[src/hw/rtl/pfir_pkg.sv]
// ----------------------------------------------------------------------------
// pfir_pkg: shared constants and types of the polyphase FIR filter bank
// Field widths, request codes and the structs passed between the store,
// the multiply-accumulate unit and the sequencer.
// ----------------------------------------------------------------------------
package pfir_pkg;

    // Filter geometry
    localparam int TAPS_PER_PHASE = 16;
    localparam int PHASES         = 8;
    localparam int STORE_SIZE     = TAPS_PER_PHASE * PHASES;

    // Field widths, fixed by the port definition
    localparam int KIND_W    = 2;
    localparam int SAMPLE_W  = 16;
    localparam int PHASE_W   = 3;
    localparam int CIDX_W    = 7;
    localparam int COEFF_W   = 16;
    localparam int OUT_W     = 24;
    localparam int FRAC_BITS = 15;

    // Derived widths
    localparam int TAP_W  = $clog2(TAPS_PER_PHASE);
    localparam int CF_AW  = (STORE_SIZE > 1) ? $clog2(STORE_SIZE) : 1;
    localparam int PROD_W = SAMPLE_W + COEFF_W;
    localparam int ACC_MIN_W = PROD_W + TAP_W;
    localparam int ACC_SAT_W = FRAC_BITS + OUT_W + 1;
    localparam int ACC_W  = (ACC_MIN_W > ACC_SAT_W) ? ACC_MIN_W : ACC_SAT_W;
    localparam int Q_W    = ACC_W - FRAC_BITS;

    // Request kinds
    localparam logic [KIND_W-1:0] KIND_LOAD = 2'd0;
    localparam logic [KIND_W-1:0] KIND_PUSH = 2'd1;
    localparam logic [KIND_W-1:0] KIND_READ = 2'd2;

    // Write port of both stores
    typedef struct packed {
        logic                  dl_we;
        logic [TAP_W-1:0]      dl_addr;
        logic [SAMPLE_W-1:0]   dl_data;
        logic                  cf_we;
        logic [CF_AW-1:0]      cf_addr;
        logic [COEFF_W-1:0]    cf_data;
    } wr_req_t;

    // Read port of both stores, one tap per cycle
    typedef struct packed {
        logic                  en;
        logic                  last;
        logic [TAP_W-1:0]      dl_addr;
        logic [CF_AW-1:0]      cf_addr;
    } rd_req_t;

    // Registered read data of one tap
    typedef struct packed {
        logic                  valid;
        logic                  last;
        logic [SAMPLE_W-1:0]   sample;
        logic [COEFF_W-1:0]    coeff;
    } tap_t;

    // Finished dot product
    typedef struct packed {
        logic                  valid;
        logic [OUT_W-1:0]      filtered;
        logic                  saturated;
    } mac_res_t;

endpackage

[src/hw/rtl/pfir_mem.sv]
// ----------------------------------------------------------------------------
// pfir_mem: delay line and coefficient store
// Two synchronous memories with registered read data. The delay line keeps
// one valid bit per entry so that entries not yet pushed read as zero.
// ----------------------------------------------------------------------------
module pfir_mem (
    input  logic              aclk,
    input  logic              aresetn,
    input  pfir_pkg::wr_req_t wr_i,
    input  pfir_pkg::rd_req_t rd_i,
    output pfir_pkg::tap_t    tap_o
);
    import pfir_pkg::*;

    logic [SAMPLE_W-1:0]       dl_mem [TAPS_PER_PHASE];
    logic [COEFF_W-1:0]        cf_mem [STORE_SIZE];
    logic [TAPS_PER_PHASE-1:0] dl_vld_reg;

    logic [SAMPLE_W-1:0] dl_rd_reg;
    logic [COEFF_W-1:0]  cf_rd_reg;
    logic                dl_hit_reg;
    logic                tap_valid_reg;
    logic                tap_last_reg;

    // Delay line memory: write port and registered read
    always_ff @(posedge aclk) begin
        if (wr_i.dl_we) begin
            dl_mem[wr_i.dl_addr] <= wr_i.dl_data;
        end
        dl_rd_reg <= dl_mem[rd_i.dl_addr];
    end

    // Coefficient memory: write port and registered read
    always_ff @(posedge aclk) begin
        if (wr_i.cf_we) begin
            cf_mem[wr_i.cf_addr] <= wr_i.cf_data;
        end
        cf_rd_reg <= cf_mem[rd_i.cf_addr];
    end

    // Valid bits of the delay line, read beside the data
    always_ff @(posedge aclk) begin
        dl_hit_reg <= dl_vld_reg[rd_i.dl_addr];
    end

    always_ff @(posedge aclk) begin
        if (!aresetn) begin
            dl_vld_reg    <= '0;
            tap_valid_reg <= 1'b0;
            tap_last_reg  <= 1'b0;
        end else begin
            if (wr_i.dl_we) begin
                dl_vld_reg[wr_i.dl_addr] <= 1'b1;
            end
            tap_valid_reg <= rd_i.en;
            tap_last_reg  <= rd_i.en && rd_i.last;
        end
    end

    // Unpushed slots read as zero
    assign tap_o.valid  = tap_valid_reg;
    assign tap_o.last   = tap_last_reg;
    assign tap_o.sample = dl_hit_reg ? dl_rd_reg : '0;
    assign tap_o.coeff  = cf_rd_reg;

`ifndef SYNTH
    a_tap_follows_read: assert property (@(posedge aclk) disable iff (!aresetn)
        tap_o.valid |-> $past(rd_i.en))
        else $error("tap data without a read one cycle earlier");
`endif

endmodule

[src/hw/rtl/pfir_mac.sv]
// ----------------------------------------------------------------------------
// pfir_mac: shared multiply-accumulate unit
// Multiplies one tap per cycle, accumulates exactly, then floors the sum by
// the fraction bits and saturates it to the output width.
// ----------------------------------------------------------------------------
module pfir_mac (
    input  logic               aclk,
    input  logic               aresetn,
    input  logic               start_i,
    input  pfir_pkg::tap_t     tap_i,
    input  logic               take_i,
    output pfir_pkg::mac_res_t res_o
);
    import pfir_pkg::*;

    logic signed [PROD_W-1:0] prod_reg;
    logic                     pvalid_reg;
    logic                     plast_reg;
    logic signed [ACC_W-1:0]  acc_reg;
    logic                     done_reg;

    logic [Q_W-1:0]   q;
    logic             over;
    logic             under;
    localparam logic [OUT_W-1:0] OUT_MAX = {1'b0, {(OUT_W-1){1'b1}}};
    localparam logic [OUT_W-1:0] OUT_MIN = {1'b1, {(OUT_W-1){1'b0}}};

    // Product stage
    always_ff @(posedge aclk) begin
        prod_reg <= $signed(tap_i.sample) * $signed(tap_i.coeff);
    end

    always_ff @(posedge aclk) begin
        if (!aresetn) begin
            pvalid_reg <= 1'b0;
            plast_reg  <= 1'b0;
        end else begin
            pvalid_reg <= tap_i.valid;
            plast_reg  <= tap_i.valid && tap_i.last;
        end
    end

    // Accumulate stage, cleared when a read request starts
    always_ff @(posedge aclk) begin
        if (start_i) begin
            acc_reg <= '0;
        end else if (pvalid_reg) begin
            acc_reg <= acc_reg + {{(ACC_W-PROD_W){prod_reg[PROD_W-1]}}, prod_reg};
        end
    end

    // Result pending until the sequencer takes it
    always_ff @(posedge aclk) begin
        if (!aresetn) begin
            done_reg <= 1'b0;
        end else if (start_i) begin
            done_reg <= 1'b0;
        end else if (pvalid_reg && plast_reg) begin
            done_reg <= 1'b1;
        end else if (take_i) begin
            done_reg <= 1'b0;
        end
    end

    // Floor by the fraction bits, then clip to the output range
    assign q     = acc_reg[ACC_W-1:FRAC_BITS];
    assign over  = !q[Q_W-1] && (|q[Q_W-2:OUT_W-1]);
    assign under = q[Q_W-1] && !(&q[Q_W-2:OUT_W-1]);

    assign res_o.valid     = done_reg;
    assign res_o.filtered  = over ? OUT_MAX : (under ? OUT_MIN : q[OUT_W-1:0]);
    assign res_o.saturated = over || under;

`ifndef SYNTH
    a_done_after_last: assert property (@(posedge aclk) disable iff (!aresetn)
        $rose(done_reg) |-> $past(pvalid_reg && plast_reg))
        else $error("result marked done without its last tap");
`endif

endmodule

[src/hw/rtl/polyphase_fir_filter.sv]
// Requests: load and push requests are written into the stores on acceptance;
//   s_ready stays low from a read's acceptance until its result is taken, so
//   no new request is accepted meanwhile; the single multiply-accumulate walks
//   one tap per cycle through the memory port.
// Reset: synchronous, active low; delay line reads as zero, pointer zero.
// ----------------------------------------------------------------------------
// polyphase_fir_filter: polyphase FIR filter bank
// Sequencer that writes coefficients and samples into the stores and walks
// one phase branch, oldest sample first, through the shared MAC.
// ----------------------------------------------------------------------------
module polyphase_fir_filter (
    input  logic                                  aclk,
    input  logic                                  aresetn,
    input  logic                                  s_valid,
    output logic                                  s_ready,
    input  logic [pfir_pkg::KIND_W-1:0]           s_kind,
    input  logic signed [pfir_pkg::SAMPLE_W-1:0]  s_sample,
    input  logic [pfir_pkg::PHASE_W-1:0]          s_phase,
    input  logic [pfir_pkg::CIDX_W-1:0]           s_coeff_index,
    input  logic signed [pfir_pkg::COEFF_W-1:0]   s_coeff_value,
    output logic                                  m_valid,
    input  logic                                  m_ready,
    output logic signed [pfir_pkg::OUT_W-1:0]     m_filtered,
    output logic                                  m_saturated
);
    import pfir_pkg::*;

    localparam logic [1:0] ST_IDLE = 2'd0;
    localparam logic [1:0] ST_RUN  = 2'd1;
    localparam logic [1:0] ST_WAIT = 2'd2;
    localparam logic [TAP_W-1:0] TAP_LAST = TAP_W'(TAPS_PER_PHASE - 1);

    logic [1:0]       state_reg, state_next;
    logic [TAP_W-1:0] wp_reg, wp_next;
    logic [TAP_W-1:0] k_reg, k_next;
    logic [TAP_W-1:0] pos_reg, pos_next;
    logic [CF_AW-1:0] caddr_reg, caddr_next;
    logic             m_valid_reg, m_valid_next;
    logic [OUT_W-1:0] filt_reg;
    logic             sat_reg;

    logic     accept;
    logic     do_push;
    logic     do_load;
    logic     do_read;
    logic     out_free;
    logic     take;
    wr_req_t  wr;
    rd_req_t  rd;
    tap_t     tap;
    mac_res_t res;

    // Request decode
    assign s_ready  = (state_reg == ST_IDLE);
    assign accept   = s_valid && s_ready;
    assign do_push  = accept && (s_kind == KIND_PUSH);
    assign do_load  = accept && (s_kind == KIND_LOAD) && (int'(s_coeff_index) < STORE_SIZE);
    assign do_read  = accept && (s_kind == KIND_READ) && (int'(s_phase) < PHASES);
    assign out_free = !m_valid_reg || m_ready;
    assign take     = (state_reg == ST_WAIT) && res.valid && out_free;

    // Store write port
    assign wr.dl_we   = do_push;
    assign wr.dl_addr = wp_reg;
    assign wr.dl_data = s_sample;
    assign wr.cf_we   = do_load;
    assign wr.cf_addr = CF_AW'(s_coeff_index);
    assign wr.cf_data = s_coeff_value;

    // Store read port, one tap per cycle while running
    assign rd.en      = (state_reg == ST_RUN);
    assign rd.last    = (k_reg == TAP_LAST);
    assign rd.dl_addr = pos_reg;
    assign rd.cf_addr = caddr_reg;

    // Sequencer
    always_comb begin
        state_next   = state_reg;
        wp_next      = wp_reg;
        k_next       = k_reg;
        pos_next     = pos_reg;
        caddr_next   = caddr_reg;
        m_valid_next = m_valid_reg && !m_ready;
        if (do_push) begin
            wp_next = (wp_reg == TAP_LAST) ? '0 : wp_reg + 1'b1;
        end
        unique case (state_reg)
            ST_IDLE: begin
                if (do_read) begin
                    state_next = ST_RUN;
                    k_next     = '0;
                    pos_next   = wp_reg;
                    caddr_next = CF_AW'((PHASES - 1 - int'(s_phase)) * TAPS_PER_PHASE);
                end
            end
            ST_RUN: begin
                k_next     = k_reg + 1'b1;
                pos_next   = (pos_reg == TAP_LAST) ? '0 : pos_reg + 1'b1;
                caddr_next = caddr_reg + 1'b1;
                if (k_reg == TAP_LAST) begin
                    state_next = ST_WAIT;
                end
            end
            ST_WAIT: begin
                if (take) begin
                    state_next   = ST_IDLE;
                    m_valid_next = 1'b1;
                end
            end
            default: begin
                state_next = ST_IDLE;
            end
        endcase
    end

    always_ff @(posedge aclk) begin
        if (!aresetn) begin
            state_reg   <= ST_IDLE;
            wp_reg      <= '0;
            k_reg       <= '0;
            pos_reg     <= '0;
            caddr_reg   <= '0;
            m_valid_reg <= 1'b0;
        end else begin
            state_reg   <= state_next;
            wp_reg      <= wp_next;
            k_reg       <= k_next;
            pos_reg     <= pos_next;
            caddr_reg   <= caddr_next;
            m_valid_reg <= m_valid_next;
        end
    end

    // Output register
    always_ff @(posedge aclk) begin
        if (take) begin
            filt_reg <= res.filtered;
            sat_reg  <= res.saturated;
        end
    end

    assign m_valid     = m_valid_reg;
    assign m_filtered  = filt_reg;
    assign m_saturated = sat_reg;

    pfir_mem u_mem (
        .aclk    (aclk),
        .aresetn (aresetn),
        .wr_i    (wr),
        .rd_i    (rd),
        .tap_o   (tap)
    );

    pfir_mac u_mac (
        .aclk    (aclk),
        .aresetn (aresetn),
        .start_i (do_read),
        .tap_i   (tap),
        .take_i  (take),
        .res_o   (res)
    );

`ifndef SYNTH
    a_result_from_wait: assert property (@(posedge aclk) disable iff (!aresetn)
        $rose(m_valid_reg) |-> $past(state_reg == ST_WAIT))
        else $error("result presented outside the wait state");
    a_pointer_held_busy: assert property (@(posedge aclk) disable iff (!aresetn)
        (state_reg != ST_IDLE) |=> $stable(wp_reg))
        else $error("write pointer moved during a read");
`endif

endmodule
[config.mk]
export PLATFORM = sky130hd
export DESIGN_NAME = polyphase_fir_filter
export DESIGN_NICKNAME = d
export VERILOG_FILES = /design/src/hw/rtl/pfir_pkg.sv /design/src/hw/rtl/pfir_mem.sv /design/src/hw/rtl/pfir_mac.sv /design/src/hw/rtl/polyphase_fir_filter.sv
export SDC_FILE = /design/constraint.sdc
export NUM_CORES = 2
export LEC_CHECK = 0
export BUFFER_PORTS_ARGS = -buffer_cell sky130_fd_sc_hd__clkbuf_2
export CELL_PAD_IN_SITES_DETAIL_PLACEMENT = 0
export CELL_PAD_IN_SITES_GLOBAL_PLACEMENT = 1
export CORE_ASPECT_RATIO = 2
export CORE_MARGIN = 2
export CORE_UTILIZATION = 45
export CTS_BUF_LIST = sky130_fd_sc_hd__clkbuf_4 sky130_fd_sc_hd__clkbuf_8
export CTS_CLUSTER_DIAMETER = 100
export DETAILED_ROUTE_END_ITERATION = 10
export GPL_TIMING_DRIVEN = 0
export PLACE_DENSITY_LB_ADDON = 0.1
export SKIP_CTS_REPAIR_TIMING = 1
export SLEW_MARGIN = 20
export SYNTH_ARGS = -nofsm -noshare
export SYNTH_HDL_FRONTEND = slang
export SYNTH_HIERARCHICAL = 1
export SYNTH_SLANG_ARGS = --single-unit
[constraint.sdc]
create_clock -name aclk -period 8.2 [get_ports aclk]
set_clock_uncertainty 0.1 [all_clocks]
set_input_delay 0.41 -clock aclk [delete_from_list [all_inputs] [get_ports aclk]]
set_output_delay 0.41 -clock aclk [all_outputs]
set_load 0.02 [all_outputs]
==> impl_metrics.env <==
export IMPL_die_w_um=346
export IMPL_synth_yosys_seq_area_share_pct=69.2
export IMPL_path_common_cell="fa_1"
export IMPL_placed_cells=8524
export IMPL_post_route_util_pct=51.6
export IMPL_relSlewSlack_pct=23.8
export IMPL_crit_path_end_kind="flip-flop"
export IMPL_worstPathArrival_ns=8.40
export IMPL_clk_latency_ns=0.99
export IMPL_clock_path_buffers=4
export IMPL_dieArea_sq_mm=0.238
export IMPL_rsz0062_at_grt="false"
export IMPL_cp_top_family="adder cells"
export IMPL_crit_type="reg2reg"
export IMPL_drtPass1Iterations=5
export IMPL_start_util_pct=45.2
export IMPL_hpwl_mm=192
export IMPL_wl_per_cell_um=30.1
export IMPL_slowest_delay_ns=0.58
export IMPL_grt_overflow=0
export IMPL_cts_root_buf="clkbuf_8"
export IMPL_hold_slack_ns=0.127
export IMPL_io_buffers=71
export IMPL_crit_buf_inv=6
export IMPL_synth_edf_count=2329
export IMPL_grt_first_pass_wirelength_mm=398
export IMPL_finalSetupTns_ns=0
export IMPL_cp_slowest_cell="a2111oi_0"
export IMPL_status="finished, final reports clean"
export IMPL_vias=52900
export IMPL_rows=251
export IMPL_cts_htree_levels=5
export IMPL_grt_use_total_pct=23.5
export IMPL_antenna_found_initial=28
export IMPL_clkTransAtPathRegs_ns=0.07
export IMPL_startpoint_type="flip-flop"
export IMPL_grt_start_max_net_pins=101
export IMPL_period_share_pct=94.0
export IMPL_ys_types=82
export IMPL_netlist_top_cells_area="edfxtp_1 (66%), mux4_2 (16%), fa_1 (5.0%)"
export IMPL_seqCellArea_sq_mm=0.0729
export IMPL_wirelength_mm=277
export IMPL_critPathRequiredTime_ns=8.89
export IMPL_slew_violations=0
export IMPL_drive_gt1_share_pct=29.7
export IMPL_min_period_ns=7.71
export IMPL_synthArstFlopShare_pct=0
export IMPL_antenna_left=0
export IMPL_cts_tree="yes"
export IMPL_drc=0
export IMPL_synthToLayoutAreaGrowth_pct=14.2
export IMPL_yosys_warnings=6
export IMPL_synthesis_nets=5688
export IMPL_multiInputGateArea_sq_mm=0.0307
export IMPL_path_cells="clkbuf_1, and2_1, clkbuf_2, and2_1, fa_1, inv_1, fa_1, fa_1, inv_1, ha_1, fa_1, inv_1, fa_1, inv_1, ha_1, a2111oi_0, a2111oi_2, a31oi_1, o21ai_2, nand3_1, a31oi_1, a21o_1, a31oi_1, xnor2_1"
export IMPL_ir_drop_v=0.000189
export IMPL_synth_flop_cell="edfxtp_1"
export IMPL_avgViaCountPerCell=5.75
export IMPL_cap_viol_max_count=0
export IMPL_finalSetupViolCount=0
export IMPL_fmax_mhz=130
export IMPL_largest_reg_flops=2048
export IMPL_final_nets=6326
export IMPL_synth_top_area_share_pct=66.4
export IMPL_hold_viol=0
export IMPL_place_congestion=0.892
export IMPL_critPathMaxFanout=10
export IMPL_yosysTopAreaCell="edfxtp_1"
export IMPL_cts_sinks=2477
export IMPL_drt_initial_drc_count=5141
export IMPL_power_total_w=0.0270
export IMPL_instances_no_fill=9204
export IMPL_power_leakage_nw=39.7
export IMPL_tightest_slew_ns=1.14
export IMPL_grt_pass1_vias=55400
export IMPL_fill_cells=18900
export IMPL_netlist_area_sq_mm=0.105
export IMPL_avgSynthCellArea_sq_um=20.1
export IMPL_die_y_um=688
export IMPL_cts_buffers=355
export IMPL_ys_seq_elements=2477
export IMPL_synth_cells=5249
export IMPL_power_density_mw_per_mm2=224
export IMPL_hp_class="in2reg"
export IMPL_core_area_sq_mm=0.233
export IMPL_pin_count=75
worst paths after layout:
path	to	cells past startpoint	slack [ns]	start
worst max-delay path	u_mac/prod_reg[31]	24	0.49	u_mem/dl_hit_reg
worst min-delay path	u_mem/cf_mem[98][13]	3	0.13	s_coeff_index[1]
worst max register to register	u_mac/prod_reg[31]	24	0.49	u_mem/dl_hit_reg
worst min register to register	u_mem/dl_vld_reg[2]	1	0.37	u_mem/dl_vld_reg[2]
logic make-up (layout without fill, tap and decap cells):
logic type                 count (synthesis)  count (layout)  share of synthesized area, %
buffers and inverters                    565            1474                          2.12
xor gates and xnor gates                  67              67                         0.557
DFF                                     2477            2477                          69.2
adders and majority gates                391             391                          6.52
muxes                                    808             808                          16.7
other                                      0              10                             0
AOI/OAI and AO/OA                        269             269                          1.80
and+or+nand+nor                          672             672                          3.08
power breakdown:
part | internal, W | leakage (nW) | switching, W
clock network | 0.00535 | 3.76 | 0.00470
registers | 0.0140 | 22.2 | 0.000128
logic | 0.00115 | 13.8 | 0.00166
metal layers:
| layer | routed length, um | share of wire [%] | track usage [%] | vias up |
|---|---|---|---|---|
| li1 | - | - | - | 22100 |
| met4 | 10100 | 3.6 | 8.34 | 8 |
| met1 | 113000 | 41 | 31.8 | 28700 |
| met3 | 16000 | 5.8 | 3.41 | 409 |
| met2 | 138000 | 50 | 39.1 | 1684 |
| met5 | 57 | 0.021 | 0 | - |
stage by stage:
stage	instance area, sq um	worst slack (ns)
after floorplan	105000	1.57
after global placement	109000	-0.0481
after detailed placement	113000	-0.0647
after CTS	120000	-0.144
after global routing	120000	0.00166
final	120000	0.489
worst min-delay path: stages:
cell and delay (ns):
clkbuf_1 0.24, nand2_1 0.24, nor2_2 0.12
cells in the mapped netlist, types with 35 or more instances:
| library cell | number |
|---|---|
| a21o_1 | 67 |
| a21oi_1 | 56 |
| and2_1 | 150 |
| buf_2 | 56 |
| clkbuf_1 | 158 |
| dfxtp_1 | 148 |
| edfxtp_1 | 2329 |
| fa_1 | 263 |
| ha_1 | 128 |
| inv_1 | 320 |
| mux2i_1 | 35 |
| mux4_2 | 757 |
| nand2_1 | 176 |
| nor2_1 | 210 |
| xnor2_1 | 51 |
final cells by class:
type | count | area share, %
Inverter | 320 | 0.999
Clock buffer | 436 | 4.64
Buffer | 245 | 0.895
Tap cell | 3036 | 3.16
Sequential cell | 2477 | 60.6
Antenna cell | 10 | 0.0208
Timing Repair Buffer | 281 | 2.81
Multi-Input combinational cell | 2207 | 25.5
Clock inverter | 192 | 1.33
cells in the final DEF (no fill, tap or decap), types with 13 or more instances in the layout:
cell,synthesis,final
a21oi_1,56,56
mux4_2,757,757
mux2i_1,35,35
a21o_1,67,67
mux2_2,16,16
buf_6,3,63
dlygate4sd3_1,0,42
ha_1,128,128
nand2b_1,13,13
fa_1,263,263
clkbuf_1,158,123
clkbuf_2,0,93
buf_2,56,57
buf_4,4,29
xor2_1,16,16
buf_8,0,51
bufinv_16,0,27
xnor2_1,51,51
buf_16,0,26
nand2_1,176,176
nor2_2,0,111
nor2_4,0,20
nand3_1,28,28
inv_1,320,320
o21a_1,25,25
buf_1,24,20
clkbuf_8,0,384
dfxtp_1,148,148
clkinv_2,0,61
clkbuf_4,0,68
nor2_1,210,79
clkinv_1,0,87
nor3_2,0,13
edfxtp_1,2329,2329
and2_1,150,148
and3_1,19,19
o21ai_0,27,27
Power figures use the tool's default switching activity.
